`config.mk`:
```
export PLATFORM = sky130hd
export DESIGN_NAME = adaptive_pid_gain_tuner_top
export DESIGN_NICKNAME = d
export VERILOG_FILES = /design/src/design/apgt_pkg.sv /design/src/design/adaptive_pid_gain_tuner_top.sv /design/src/design/apgt_alu.sv
export SDC_FILE = /design/constraint.sdc
export NUM_CORES = 2
export LEC_CHECK = 0
export CORE_MARGIN = 10
export CORE_UTILIZATION = 50
export CTS_BUF_LIST = sky130_fd_sc_hd__clkbuf_4 sky130_fd_sc_hd__clkbuf_8 sky130_fd_sc_hd__clkbuf_16
export DETAILED_ROUTE_END_ITERATION = 6
export DONT_BUFFER_PORTS = 1
export GPL_TIMING_DRIVEN = 0
export SKIP_CTS_REPAIR_TIMING = 1
export SLEW_MARGIN = 0
export SYNTH_ARGS = -nofsm -noshare
export SYNTH_HDL_FRONTEND = slang
export SYNTH_HIERARCHICAL = 1
export SYNTH_SLANG_ARGS = --single-unit
export TNS_END_PERCENT = 10
```
`constraint.sdc`:
```
create_clock -name i_clk -period 25.4 [get_ports i_clk]
set_input_delay 1.27 -clock i_clk [delete_from_list [all_inputs] [get_ports i_clk]]
set_output_delay 1.27 -clock i_clk [all_outputs]
set_load 0.005 [all_outputs]
```
`src/design/apgt_pkg.sv`:
```
package apgt_pkg;

    localparam int DataWidth = 32;
    localparam int FracBits  = 16;
    localparam int DivSteps  = DataWidth + FracBits;

    localparam logic signed [DataWidth-1:0] VMax = {1'b0, {(DataWidth-1){1'b1}}};
    localparam logic signed [DataWidth-1:0] VMin = {1'b1, {(DataWidth-1){1'b0}}};
    localparam logic signed [DataWidth-1:0] COne   = DataWidth'(64'sd1 << FracBits);
    localparam logic signed [DataWidth-1:0] CTwo   = DataWidth'(64'sd2 << FracBits);
    localparam logic signed [DataWidth-1:0] CFifty = DataWidth'(64'sd50 << FracBits);
    localparam logic signed [DataWidth-1:0] CHund  = DataWidth'(64'sd100 << FracBits);
    localparam logic signed [DataWidth-1:0] CC1 =
        DataWidth'((64'd313 * (64'd1 << FracBits) + 64'd5000) / 64'd10000);
    localparam logic signed [DataWidth-1:0] CC2 =
        DataWidth'((64'd553 * (64'd1 << FracBits) + 64'd5000) / 64'd10000);

    typedef logic signed [DataWidth-1:0] t_word;

    // alu operation codes
    typedef enum logic [1:0] {
        OP_ADD = 2'd0,
        OP_SUB = 2'd1,
        OP_MUL = 2'd2,
        OP_DIV = 2'd3
    } t_op;

    typedef struct packed {
        logic  start;
        t_op   op;
        t_word a;
        t_word b;
    } t_alu_req;

    typedef struct packed {
        logic  done;
        t_word y;
    } t_alu_rsp;

    localparam int NumCfg = 7;
    localparam logic [2:0] REG_SP    = 3'd0;
    localparam logic [2:0] REG_WN    = 3'd1;
    localparam logic [2:0] REG_ZETA  = 3'd2;
    localparam logic [2:0] REG_GP    = 3'd3;
    localparam logic [2:0] REG_GI    = 3'd4;
    localparam logic [2:0] REG_GD    = 3'd5;
    localparam logic [2:0] REG_TAU   = 3'd6;

endpackage

```
`src/design/adaptive_pid_gain_tuner_top.sv`:
```
// each request runs 43 micro-ops in turn on one alu; add, sub and mul
// results are registered, and each of the three divides yields 48
// quotient bits, one bit a cycle, unless the divisor is zero (saturated result)
// no new request is taken while the micro-ops run; input ready only while idle
// a result waits in the output register; the next request is taken meanwhile
// reset (sync, active low) clears the config and model state, wn and zeta to 1.0, rest to zero
module adaptive_pid_gain_tuner_top import apgt_pkg::*; (
    input  logic        i_clk,
    input  logic        i_rst_n,
    input  logic        i_cfg_we,
    input  logic [2:0]  i_cfg_idx,
    input  logic [31:0] i_cfg_data,
    input  logic        s_axis_tvalid,
    output logic        s_axis_tready,
    // measured_speed [31:0], interval [62:32], zero [63]
    input  logic [63:0] s_axis_tdata,
    output logic        m_axis_tvalid,
    input  logic        m_axis_tready,
    // reference_speed [31:0], tracking_error [63:32], prop_gain [86:64],
    // integ_gain [118:87], deriv_gain [150:119], zero [151]
    output logic [151:0] m_axis_tdata
);
    typedef enum logic [2:0] {
        S_IDLE = 3'b001,
        S_RUN  = 3'b010,
        S_WAIT = 3'b100
    } t_state;

    // sequence of micro-ops, each reads two operands and writes one temp/state; the last also saves err
    localparam int NumOps = 43;
    localparam int PcW = $clog2(NumOps);

    t_state r_state, n_state;
    logic [PcW-1:0] r_pc;

    t_word r_sp, r_wn, r_zeta, r_gp, r_gi, r_gd, r_tau;
    t_word r_spd, r_acc, r_kp, r_ki, r_kd, r_int, r_lerr, r_fd;
    t_word r_meas, r_dt;
    t_word r_t0, r_t1, r_t2, r_err, r_dq, r_fq;

    logic        r_ovalid;
    logic [151:0] r_odata;

    t_alu_req w_req;
    t_alu_rsp w_rsp;
    logic     r_issued;

    apgt_alu u_alu (
        .i_clk   (i_clk),
        .i_rst_n (i_rst_n),
        .i_req   (w_req),
        .o_rsp   (w_rsp)
    );

    // program: op, operand a, operand b (temps t0..t2)
    always_comb begin
        w_req.start = (r_state == S_RUN) && !r_issued;
        w_req.op = OP_MUL;
        w_req.a  = '0;
        w_req.b  = '0;
        unique case (r_pc)
            6'd0:  begin w_req.a = r_wn;   w_req.b = r_wn; end          // t0 = wn2
            6'd1:  begin w_req.a = r_t0;   w_req.b = r_sp; end          // t1
            6'd2:  begin w_req.a = CTwo;   w_req.b = r_zeta; end        // t2
            6'd3:  begin w_req.a = r_t2;   w_req.b = r_wn; end
            6'd4:  begin w_req.a = r_t2;   w_req.b = r_acc; end
            6'd5:  begin w_req.op = OP_SUB; w_req.a = r_t1; w_req.b = r_t2; end
            6'd6:  begin w_req.a = r_t0;   w_req.b = r_spd; end         // t2
            6'd7:  begin w_req.op = OP_SUB; w_req.a = r_t1; w_req.b = r_t2; end
            6'd8:  begin w_req.a = r_t1;   w_req.b = r_dt; end
            6'd9:  begin w_req.op = OP_ADD; w_req.a = r_acc; w_req.b = r_t1; end
            6'd10: begin w_req.a = r_acc;  w_req.b = r_dt; end
            6'd11: begin w_req.op = OP_ADD; w_req.a = r_spd; w_req.b = r_t1; end
            6'd12: begin w_req.op = OP_SUB; w_req.a = r_spd; w_req.b = r_meas; end
            6'd13: begin w_req.op = OP_SUB; w_req.a = r_err; w_req.b = r_lerr; end
            6'd14: begin w_req.op = OP_DIV; w_req.a = r_t1; w_req.b = r_dt; end
            6'd15: begin w_req.a = CC1;    w_req.b = r_err; end         // t0
            6'd16: begin w_req.a = CC2;    w_req.b = r_dq; end          // t1
            6'd17: begin w_req.op = OP_ADD; w_req.a = r_t0; w_req.b = r_t1; end
            6'd18: begin w_req.op = OP_SUB; w_req.a = '0; w_req.b = r_gp; end
            6'd19: begin w_req.a = r_t1;   w_req.b = r_t2; end          // t1
            6'd20: begin w_req.a = r_t1;   w_req.b = r_err; end
            6'd21: begin w_req.a = r_t1;   w_req.b = r_dt; end
            6'd22: begin w_req.op = OP_ADD; w_req.a = r_kp; w_req.b = r_t1; end
            6'd23: begin w_req.a = r_err;  w_req.b = r_dt; end
            6'd24: begin w_req.op = OP_ADD; w_req.a = r_int; w_req.b = r_t1; end
            6'd25: begin w_req.op = OP_SUB; w_req.a = '0; w_req.b = r_gi; end
            6'd26: begin w_req.a = r_t1;   w_req.b = r_t2; end
            6'd27: begin w_req.a = r_t1;   w_req.b = r_int; end
            6'd28: begin w_req.op = OP_ADD; w_req.a = r_ki; w_req.b = r_t1; end
            6'd29: begin w_req.a = r_tau;  w_req.b = r_fd; end          // t0
            6'd30: begin w_req.a = r_dt;   w_req.b = r_dq; end          // t1
            6'd31: begin w_req.op = OP_ADD; w_req.a = r_t0; w_req.b = r_t1; end
            6'd32: begin w_req.op = OP_ADD; w_req.a = r_tau; w_req.b = r_dt; end
            6'd33: begin w_req.op = OP_DIV; w_req.a = r_t0; w_req.b = r_t1; end
            6'd34: begin w_req.op = OP_DIV; w_req.a = r_fd; w_req.b = r_dt; end
            6'd35: begin w_req.a = CC1;    w_req.b = r_err; end
            6'd36: begin w_req.a = CC2;    w_req.b = r_fq; end
            6'd37: begin w_req.op = OP_ADD; w_req.a = r_t0; w_req.b = r_t1; end
            6'd38: begin w_req.op = OP_SUB; w_req.a = '0; w_req.b = r_gd; end
            6'd39: begin w_req.a = r_t1;   w_req.b = r_t2; end
            6'd40: begin w_req.a = r_t1;   w_req.b = r_fq; end
            6'd41: begin w_req.a = r_t1;   w_req.b = r_dt; end
            6'd42: begin w_req.op = OP_ADD; w_req.a = r_kd; w_req.b = r_t1; end
            default: begin w_req.start = 1'b0; end
        endcase
    end

    always_comb begin
        n_state = r_state;
        unique case (r_state)
            S_IDLE: if (s_axis_tvalid) n_state = S_RUN;
            S_RUN:  if (w_rsp.done && r_pc == PcW'(NumOps - 1)) n_state = S_WAIT;
            S_WAIT: if (!r_ovalid || m_axis_tready) n_state = S_IDLE;
            default: n_state = S_IDLE;
        endcase
    end

    assign s_axis_tready = (r_state == S_IDLE);

    always_ff @(posedge i_clk) begin
        if (!i_rst_n) begin
            r_state  <= S_IDLE;
            r_pc     <= '0;
            r_issued <= 1'b0;
            r_ovalid <= 1'b0;
            r_sp <= '0; r_wn <= COne; r_zeta <= COne;
            r_gp <= '0; r_gi <= '0; r_gd <= '0; r_tau <= '0;
            r_spd <= '0; r_acc <= '0; r_kp <= '0; r_ki <= '0; r_kd <= '0;
            r_int <= '0; r_lerr <= '0; r_fd <= '0;
        end else begin
            r_state <= n_state;
            if (i_cfg_we) begin
                unique case (i_cfg_idx)
                    REG_SP:   r_sp   <= i_cfg_data;
                    REG_WN:   r_wn   <= {1'b0, i_cfg_data[30:0]};
                    REG_ZETA: r_zeta <= {1'b0, i_cfg_data[30:0]};
                    REG_GP:   r_gp   <= i_cfg_data;
                    REG_GI:   r_gi   <= i_cfg_data;
                    REG_GD:   r_gd   <= i_cfg_data;
                    REG_TAU:  r_tau  <= {1'b0, i_cfg_data[30:0]};
                    default: ;
                endcase
            end
            if (s_axis_tvalid && s_axis_tready) begin
                r_meas   <= s_axis_tdata[31:0];
                // zero interval counts as one lsb
                r_dt     <= (s_axis_tdata[62:32] == '0) ? 32'sd1 : {1'b0, s_axis_tdata[62:32]};
                r_pc     <= '0;
                r_issued <= 1'b0;
            end
            if (r_state == S_RUN) begin
                if (w_req.start) r_issued <= 1'b1;
                if (w_rsp.done) begin
                    r_issued <= 1'b0;
                    r_pc <= r_pc + 1'b1;
                    unique case (r_pc)
                        6'd0:  r_t0 <= w_rsp.y;
                        6'd1, 6'd5, 6'd7, 6'd8, 6'd10, 6'd13, 6'd16, 6'd18, 6'd19,
                        6'd20, 6'd21, 6'd23, 6'd25, 6'd26, 6'd27, 6'd30, 6'd32,
                        6'd36, 6'd38, 6'd39, 6'd40, 6'd41: r_t1 <= w_rsp.y;
                        6'd2, 6'd3, 6'd4, 6'd6, 6'd17, 6'd37:
                            r_t2 <= w_rsp.y;
                        6'd9:  r_acc <= w_rsp.y;
                        6'd11: r_spd <= w_rsp.y;
                        6'd12: r_err <= w_rsp.y;
                        6'd14: r_dq  <= w_rsp.y;
                        6'd15, 6'd29, 6'd31, 6'd35: r_t0 <= w_rsp.y;
                        // kp clamped to 0..100
                        6'd22: r_kp <= w_rsp.y[DataWidth-1] ? '0 :
                                       ((w_rsp.y > CHund) ? CHund : w_rsp.y);
                        6'd24: r_int <= w_rsp.y;
                        6'd28: r_ki  <= w_rsp.y;
                        6'd33: r_fd  <= w_rsp.y;
                        6'd34: r_fq  <= w_rsp.y;
                        6'd42: begin
                            r_kd   <= (w_rsp.y > CFifty) ? CFifty : w_rsp.y;
                            r_lerr <= r_err;
                        end
                        default: ;
                    endcase
                end
            end
            // load a new result, or free the register once the old one is taken
            if (r_state == S_WAIT && n_state == S_IDLE) begin
                r_ovalid <= 1'b1;
                r_odata  <= {1'b0, r_kd, r_ki, r_kp[22:0], r_err, r_spd};
            end else if (m_axis_tvalid && m_axis_tready) begin
                r_ovalid <= 1'b0;
            end
        end
    end

    assign m_axis_tvalid = r_ovalid;
    assign m_axis_tdata  = r_odata;

    // checks
    a_ready_idle: assert property (@(posedge i_clk) disable iff (!i_rst_n)
        s_axis_tready |-> (r_state == S_IDLE)) else $error("ready outside idle");
    a_kp_range: assert property (@(posedge i_clk) disable iff (!i_rst_n)
        !r_kp[DataWidth-1] && (r_kp <= CHund)) else $error("kp out of range");
    a_kd_cap: assert property (@(posedge i_clk) disable iff (!i_rst_n)
        r_kd <= CFifty) else $error("kd above cap");
    a_no_overrun: assert property (@(posedge i_clk) disable iff (!i_rst_n)
        (r_state == S_WAIT && r_ovalid && !m_axis_tready) |=> r_state == S_WAIT)
        else $error("result overrun");
endmodule

```
`src/design/apgt_alu.sv`:
```
module apgt_alu import apgt_pkg::*; (
    input  logic     i_clk,
    input  logic     i_rst_n,
    input  t_alu_req i_req,
    output t_alu_rsp o_rsp
);
    localparam int CntW = $clog2(DivSteps + 1);

    logic                  r_busy, n_busy;
    logic                  r_neg;
    logic [DataWidth-1:0]  r_dvs;
    logic [DivSteps-1:0]   r_num;
    logic [DataWidth:0]    r_rem;
    logic [DivSteps-1:0]   r_quo;
    logic [CntW-1:0]       r_cnt;
    logic                  r_done;
    t_word                 r_y;

    logic [DataWidth-1:0]  w_ma, w_mb;
    logic [2*DataWidth-1:0] w_prod;
    logic [2*DataWidth-FracBits-1:0] w_pmag;
    logic signed [DataWidth:0] w_sum;
    logic [DataWidth:0]    w_rsh, w_rsub;
    t_word                 w_res;
    logic                  w_big;

    function automatic t_word from_mag(input logic neg, input logic big,
                                       input logic [DataWidth-1:0] m);
        logic ovf;
        ovf = big || m[DataWidth-1];
        if (neg) from_mag = ovf ? VMin : -$signed(m);
        else     from_mag = ovf ? VMax : $signed(m);
    endfunction

    assign w_ma = i_req.a[DataWidth-1] ? DataWidth'(-i_req.a) : i_req.a;
    assign w_mb = i_req.b[DataWidth-1] ? DataWidth'(-i_req.b) : i_req.b;
    assign w_prod = w_ma * w_mb;
    assign w_pmag = w_prod[2*DataWidth-1:FracBits];
    assign w_rsh  = {r_rem[DataWidth-1:0], r_num[DivSteps-1]};
    assign w_rsub = w_rsh - {1'b0, r_dvs};

    always_comb begin
        w_sum = '0;
        w_res = '0;
        w_big = 1'b0;
        unique case (i_req.op)
            OP_ADD: w_sum = {i_req.a[DataWidth-1], i_req.a} + {i_req.b[DataWidth-1], i_req.b};
            OP_SUB: w_sum = {i_req.a[DataWidth-1], i_req.a} - {i_req.b[DataWidth-1], i_req.b};
            default: w_sum = '0;
        endcase
        if (w_sum[DataWidth] != w_sum[DataWidth-1])
            w_res = w_sum[DataWidth] ? VMin : VMax;
        else
            w_res = w_sum[DataWidth-1:0];
        if (i_req.op == OP_MUL) begin
            w_big = |w_pmag[2*DataWidth-FracBits-1:DataWidth];
            w_res = from_mag(i_req.a[DataWidth-1] ^ i_req.b[DataWidth-1], w_big,
                             w_pmag[DataWidth-1:0]);
        end
    end

    always_comb begin
        n_busy = r_busy;
        if (i_req.start && i_req.op == OP_DIV && i_req.b != '0) n_busy = 1'b1;
        else if (r_busy && r_cnt == CntW'(DivSteps - 1)) n_busy = 1'b0;
    end

    // add, sub and mul results registered; divide one quotient bit per cycle, restoring
    always_ff @(posedge i_clk) begin
        if (!i_rst_n) begin
            r_busy <= 1'b0;
            r_done <= 1'b0;
        end else begin
            r_busy <= n_busy;
            r_done <= 1'b0;
            if (i_req.start) begin
                if (i_req.op != OP_DIV) begin
                    r_y    <= w_res;
                    r_done <= 1'b1;
                end else if (i_req.b == '0) begin
                    r_y    <= i_req.a[DataWidth-1] ? VMin : ((i_req.a == '0) ? '0 : VMax);
                    r_done <= 1'b1;
                end else begin
                    r_neg <= i_req.a[DataWidth-1] ^ i_req.b[DataWidth-1];
                    r_dvs <= w_mb;
                    r_num <= {w_ma, {FracBits{1'b0}}};
                    r_rem <= '0;
                    r_quo <= '0;
                    r_cnt <= '0;
                end
            end else if (r_busy) begin
                r_num <= r_num << 1;
                r_cnt <= r_cnt + 1'b1;
                if (!w_rsub[DataWidth]) begin
                    r_rem <= w_rsub;
                    r_quo <= {r_quo[DivSteps-2:0], 1'b1};
                end else begin
                    r_rem <= w_rsh;
                    r_quo <= {r_quo[DivSteps-2:0], 1'b0};
                end
                if (r_cnt == CntW'(DivSteps - 1)) begin
                    r_done <= 1'b1;
                    r_y <= from_mag(r_neg,
                        (|r_quo[DivSteps-2:DataWidth-1]),
                        {r_quo[DataWidth-2:0], ~w_rsub[DataWidth]});
                end
            end
        end
    end

    assign o_rsp.done = r_done;
    assign o_rsp.y    = r_y;
endmodule

```
Yosys cells after proc, flatten, opt, wreduce, memory -nomap -nowiden --
Index checks and enable logic that the tools add are counted.
Word-level totals: logic and storage cells 240, flip-flop bits (word level) 1095, input port bits 104, output and inout bits 154
Operators by class: reduce and logical (&&, ||, !) cells 62, add/sub/neg operators 9, bitwise gates (word level) 4, eq/ne operators 61, magnitude comparators 2, $mul 1, muxes and demuxes 63
Operators by type and width (number):
- 64-bit case mux with 32 select lines | 1
- 32-bit two-way mux | 23
- 48-bit two-way mux | 4
- 47-bit two-way mux | 4
- 32-bit negator | 4
- 6-bit by 5-bit == test with 1-bit output (second input constant) | 16
- 31-bit two-way mux | 3
- 6-bit == test (second input constant) | 12
- 33-bit case mux with 2 select lines | 1
- 32-bit zero test | 2
- 32-bit by 32-bit multiplier with 64-bit output | 1
- 6-bit by 4-bit == test with 1-bit output (second input constant) | 8
- 43-bit OR reduction | 1
- 6-bit two-way mux | 7
- 4-bit AND reduction | 9
- 32-bit by 32-bit adder with 33-bit output | 1
- 32-bit by 32-bit subtractor with 33-bit output | 1
- 33-bit by 32-bit subtractor with 33-bit output | 1
- 32-bit by 23-bit greater-than comparator with 1-bit output (second input constant) | 1
- 32-bit by 24-bit greater-than comparator with 1-bit output (second input constant) | 1
- 32-bit nonzero test | 1
- 16-bit OR reduction | 2
- 31-bit zero test | 1
- 6-bit by 3-bit == test with 1-bit output (second input constant) | 4
- other kinds (34) | 93

Depth between registers and ports, before layout --
depth in word-level cells 13, gate-level depth with buffers 54, gate-level depth less buffers 45

By module --
Netlist, hierarchy kept.
By module, submodules not included:
- apgt_alu | seq. area each 5505.3 um^2, cells each 5469, area an instance 47449.3 um^2, instances 1
- adaptive_pid_gain_tuner_top | seq. area each 21941.0 um^2, cells each 3579, area an instance 37238.2 um^2, instances 1

Least setup slack after synthesis --
No wires, ideal clock.
kind reg-to-reg, from register r_pc[0], to register u_alu.r_y[20], data pin, setup time 0.270 ns, cell stages (with the launch flop) 46, data arrival time 12.784 ns, setup slack 12.346 ns, period minus slack after synthesis 13.054 ns, path buffers 6, required time 25.130 ns, cells stage by stage dfxtp_1 > inv_1 > ha_1 > buf_2 > o21a_1 > or4_1 > buf_2 > a221oi_1 > nand3_1 > or3_4 > or3_4 > or3_4 > or3_4 > or3_1 > buf_6 > nand2b_4 > or3_1 > or3_4 > [10 not listed] > fa_1 > inv_1 > fa_1 > inv_1 > ha_1 > clkbuf_1 > a21o_1 > a21o_1 > a221oi_1 > o311ai_0 > or3_1 > a2111oi_1 > o2111ai_1 > nor4b_4 > nand2b_1 > and2b_4 > buf_2 > a32oi_1
RTL lines:
- from (decl) | line adaptive_pid_gain_tuner_top.sv:34 | logic [PcW-1:0] r_pc;
- from (signal assigned) | line adaptive_pid_gain_tuner_top.sv:156 | r_pc <= r_pc + 1'b1;
- to (signal assigned) | line apgt_alu.sv:78 | r_y <= w_res;
- to (signal assigned) | line apgt_alu.sv:81 | r_y <= i_req.a[DataWidth-1] ? VMin : ((i_req.a == '0) ? '0 : VMax);
- to (signal assigned) | line apgt_alu.sv:103 | r_y <= from_mag(r_neg,
- to (decl) | line apgt_alu.sv:17 | t_word r_y;

==> results_dict.tcl <==
set metrics [dict create \
    cts_inserted_buffers 116 \
    synthDistinctLibCells 113 \
    worstSetupPathType "reg -> reg" \
    area_delta_synth_final_pct 9.32 \
    yosysSeqAreaShare 0.324 \
    timing.hold.ws_ns 0.459 \
    worstMarginPinSlew_ns 1.76 \
    async_reset_ff_frac 0 \
    routabilityCongestion 1.16 \
    synth_top_family_by_area "adder cells" \
    finClkSkew_ns 0.109 \
    total_power_mw 4.05 \
    synth-simple-area-share 0.163 \
    grt_pass1_wl_um 599000 \
    detail_route.wl_per_cell_um 38.7 \
    cp-end-kind "flop" \
    worstPathArrival_ns 21.59 \
    finalSetupViolCount 0 \
    clk_latency_ns 0.85 \
    ir_worst_vdd_mv 0.0645 \
    netlist_instances 9048 \
    max_freq_ghz 0.0473 \
    ys.warnings.count 6 \
    leakagePower_nw 37.1 \
    hold_path.class "reg -> reg" \
    cts_tree "built" \
    ys_ff_latch 1077 \
    ys.flop_type "edfxtp_1" \
    start_util 0.505 \
    setup-tns-final_ns 0 \
    largest_reg_flops 151 \
    drt-vias-per-instance 6.80 \
    ant_nets 0 \
    synth-xor-area-share 0.0246 \
    drc 203 \
    synth-compound-area-share 0.148 \
    first_global_vias 72285 \
    power.share.sequential 0.460 \
    wirelength_um 447000 \
    grt_max_degree 77 \
    synth-edff-count 588 \
    core_sq_mm 0.168 \
    clock-sinks 1077 \
    cp.required_ns 25.87 \
    fin_nets 10541 \
    cp_slowest_cell "a311oi_2" \
    power_switching_share 0.266 \
    p_int_mw 2.97 \
    synth_nets 10383 \
    pwr-share-clk 0.456 \
    maxCapViolations 23 \
    violations "design-rule violations, max-capacitance violations, max-slew violations" \
    cpMostUsedCell "fa_1" \
    die_y_um 432 \
    rsz0062_at_grt "no" \
    root_buffer "clkbuf_16" \
    max_stage_delay_ns 1.25 \
    antenna_found_initial 42 \
    port_buffers 0 \
    period_share 0.832 \
    chipWidth_um 432 \
    drive_gt1_frac 0.0557 \
    via_count 78510 \
    relSlewSlack -0.172 \
    firstDrtPassIters 7 \
    clkTransAtPathRegs_ns 0.06 \
    overflow 0 \
    muxShareOfSynthArea 0.00451 \
    drt_iter0_drc 14019 \
    syn_area_per_cell_sq_um 9.36 \
    report.final.hold_viol_count 0 \
    fin_crit_ns 21.12 \
    io_pins 258 \
    slew_violations 181 \
    dp_hpwl_um 362000 \
    syn_area_sq_mm 0.0847 \
    start_kind "flop" \
    htree_levels 3 \
    die_area_sq_mm 0.186 \
    power_frac_comb 0.084 \
    gr-usage-all-layers 0.465 \
    p_switching_mw 1.08 \
    p_per_area_mw_per_mm2 43.8 \
    crit_path_max_fanout 11 \
    cts_buffer_depth 3 \
    rows 150 \
    synth_fa_ha_area_frac 0.261 \
    status "complete, but fails checks" \
]
kinds of logic (layout without fill, tap and decap cells):
kind of cell	Yosys count	count (layout)
AO/OA/AOI/OAI	1701	1701
flip-flops	1077	1077
buffers and inverters	1602	1862
other	1	30
XOR/XNOR	232	232
multiplexers	35	35
AND/OR/NAND/NOR	3169	3169
adder cells (fa/ha/maj)	1231	1231
critical path, delay by kind of cell (launching register included):
| family | cells | cell delay (ns) |
|---|---|---|
| buffers and inverters | 13 | 5.70 |
| adder cells (fa/ha/maj) | 11 | 5.33 |
| AND/OR/NAND/NOR | 14 | 4.88 |
| AO/OA/AOI/OAI | 7 | 3.37 |
| XOR/XNOR | 1 | 1.03 |
| flip-flops | 1 | 0.41 |
stage by stage:
stage	setup slack (ns)	std cells	cell area [sq um]	utilization
after global placement	4.73	11252	87400	0.521
after detailed placement	5.63	11290	88300	0.526
after floorplan	12.35	9048	84700	-
after global routing	4.58	11517	92500	0.551
after CTS	5.46	11510	92400	0.551
final	4.28	11541	92600	0.552
cell usage after synthesis, types with 108 or more instances:
cell type / count / area share
xor2_1: 113 / 0.012
nand4_1: 125 / 0.0092
fa_1: 897 / 0.21
nand2_1: 1580 / 0.070
ha_1: 334 / 0.049
nand3_1: 108 / 0.0064
a21boi_0: 416 / 0.037
inv_1: 995 / 0.044
o21ai_0: 122 / 0.0072
xnor2_1: 116 / 0.012
clkbuf_1: 449 / 0.020
nor2_1: 859 / 0.038
edfxtp_1: 588 / 0.21
a22oi_1: 316 / 0.028
a21oi_1: 234 / 0.014
dfxtp_1: 489 / 0.12
worst paths after layout:
path              slack (ns)               startpoint                 endpoint  cells after the start
setup / recovery        4.28       r_pc[0]$_SDFF_PN0_  u_alu/r_y[26]$_DFFE_PP_                     46
hold / removal          0.46  r_lerr[20]$_SDFFE_PN0P_  r_lerr[20]$_SDFFE_PN0P_                      2
setup reg to reg        4.28       r_pc[0]$_SDFF_PN0_  u_alu/r_y[26]$_DFFE_PP_                     46
hold reg to reg         0.46  r_lerr[20]$_SDFFE_PN0P_  r_lerr[20]$_SDFFE_PN0P_                      2
cells in the final DEF (no fill, tap or decap), types with 73 or more instances in the layout:
master     synthesis  final
ha_1             334    334
a21oi_1          234    232
nor2_1           859    858
edfxtp_1         588    588
dfxtp_1          489    489
buf_2             91     93
fa_1             897    897
xor2_1           113    100
nand2_1         1580   1580
clkbuf_16          0    121
a21boi_0         416    416
nand4_1          125    125
xnor2_1          116    108
nor2b_1           74     73
o21ai_0          122    122
a22o_1            77     77
inv_1            995    995
clkbuf_1         449    448
nand3_1          108    108
a22oi_1          316    316
area by class of cell:
type | count | area [sq um]
clock inverters | 67 | 833
clock buffers | 153 | 3320
fillers | 14940 | 75200
multi-input cells | 6369 | 51200
flip-flops and latches | 1077 | 27400
diodes | 29 | 72.6
well taps | 2204 | 2760
inverters | 1009 | 3790
repair buffers | 40 | 621
plain buffers | 593 | 2530
routing by layer:
metal / vias up / track usage / part of all wire
li1: 30690 / - / -
met1: 39350 / 0.620 / 0.38
met2: 7279 / 0.560 / 0.35
met3: 1136 / 0.342 / 0.21
met4: 55 / 0.168 / 0.049
met5: - / 0.0543 / 0.0042
power groups by stage:
stage	Combinational [mW]	Sequential, mW	Clock [mW]
final	0.341	1.86	1.85
after CTS	0.317	1.86	1.84
after detailed placement	0.314	1.90	0
after global routing	0.347	1.86	1.91
after floorplan	0.190	1.88	0
after global placement	0.309	1.90	0
Note: power is estimated with default switching activity, not from simulation.
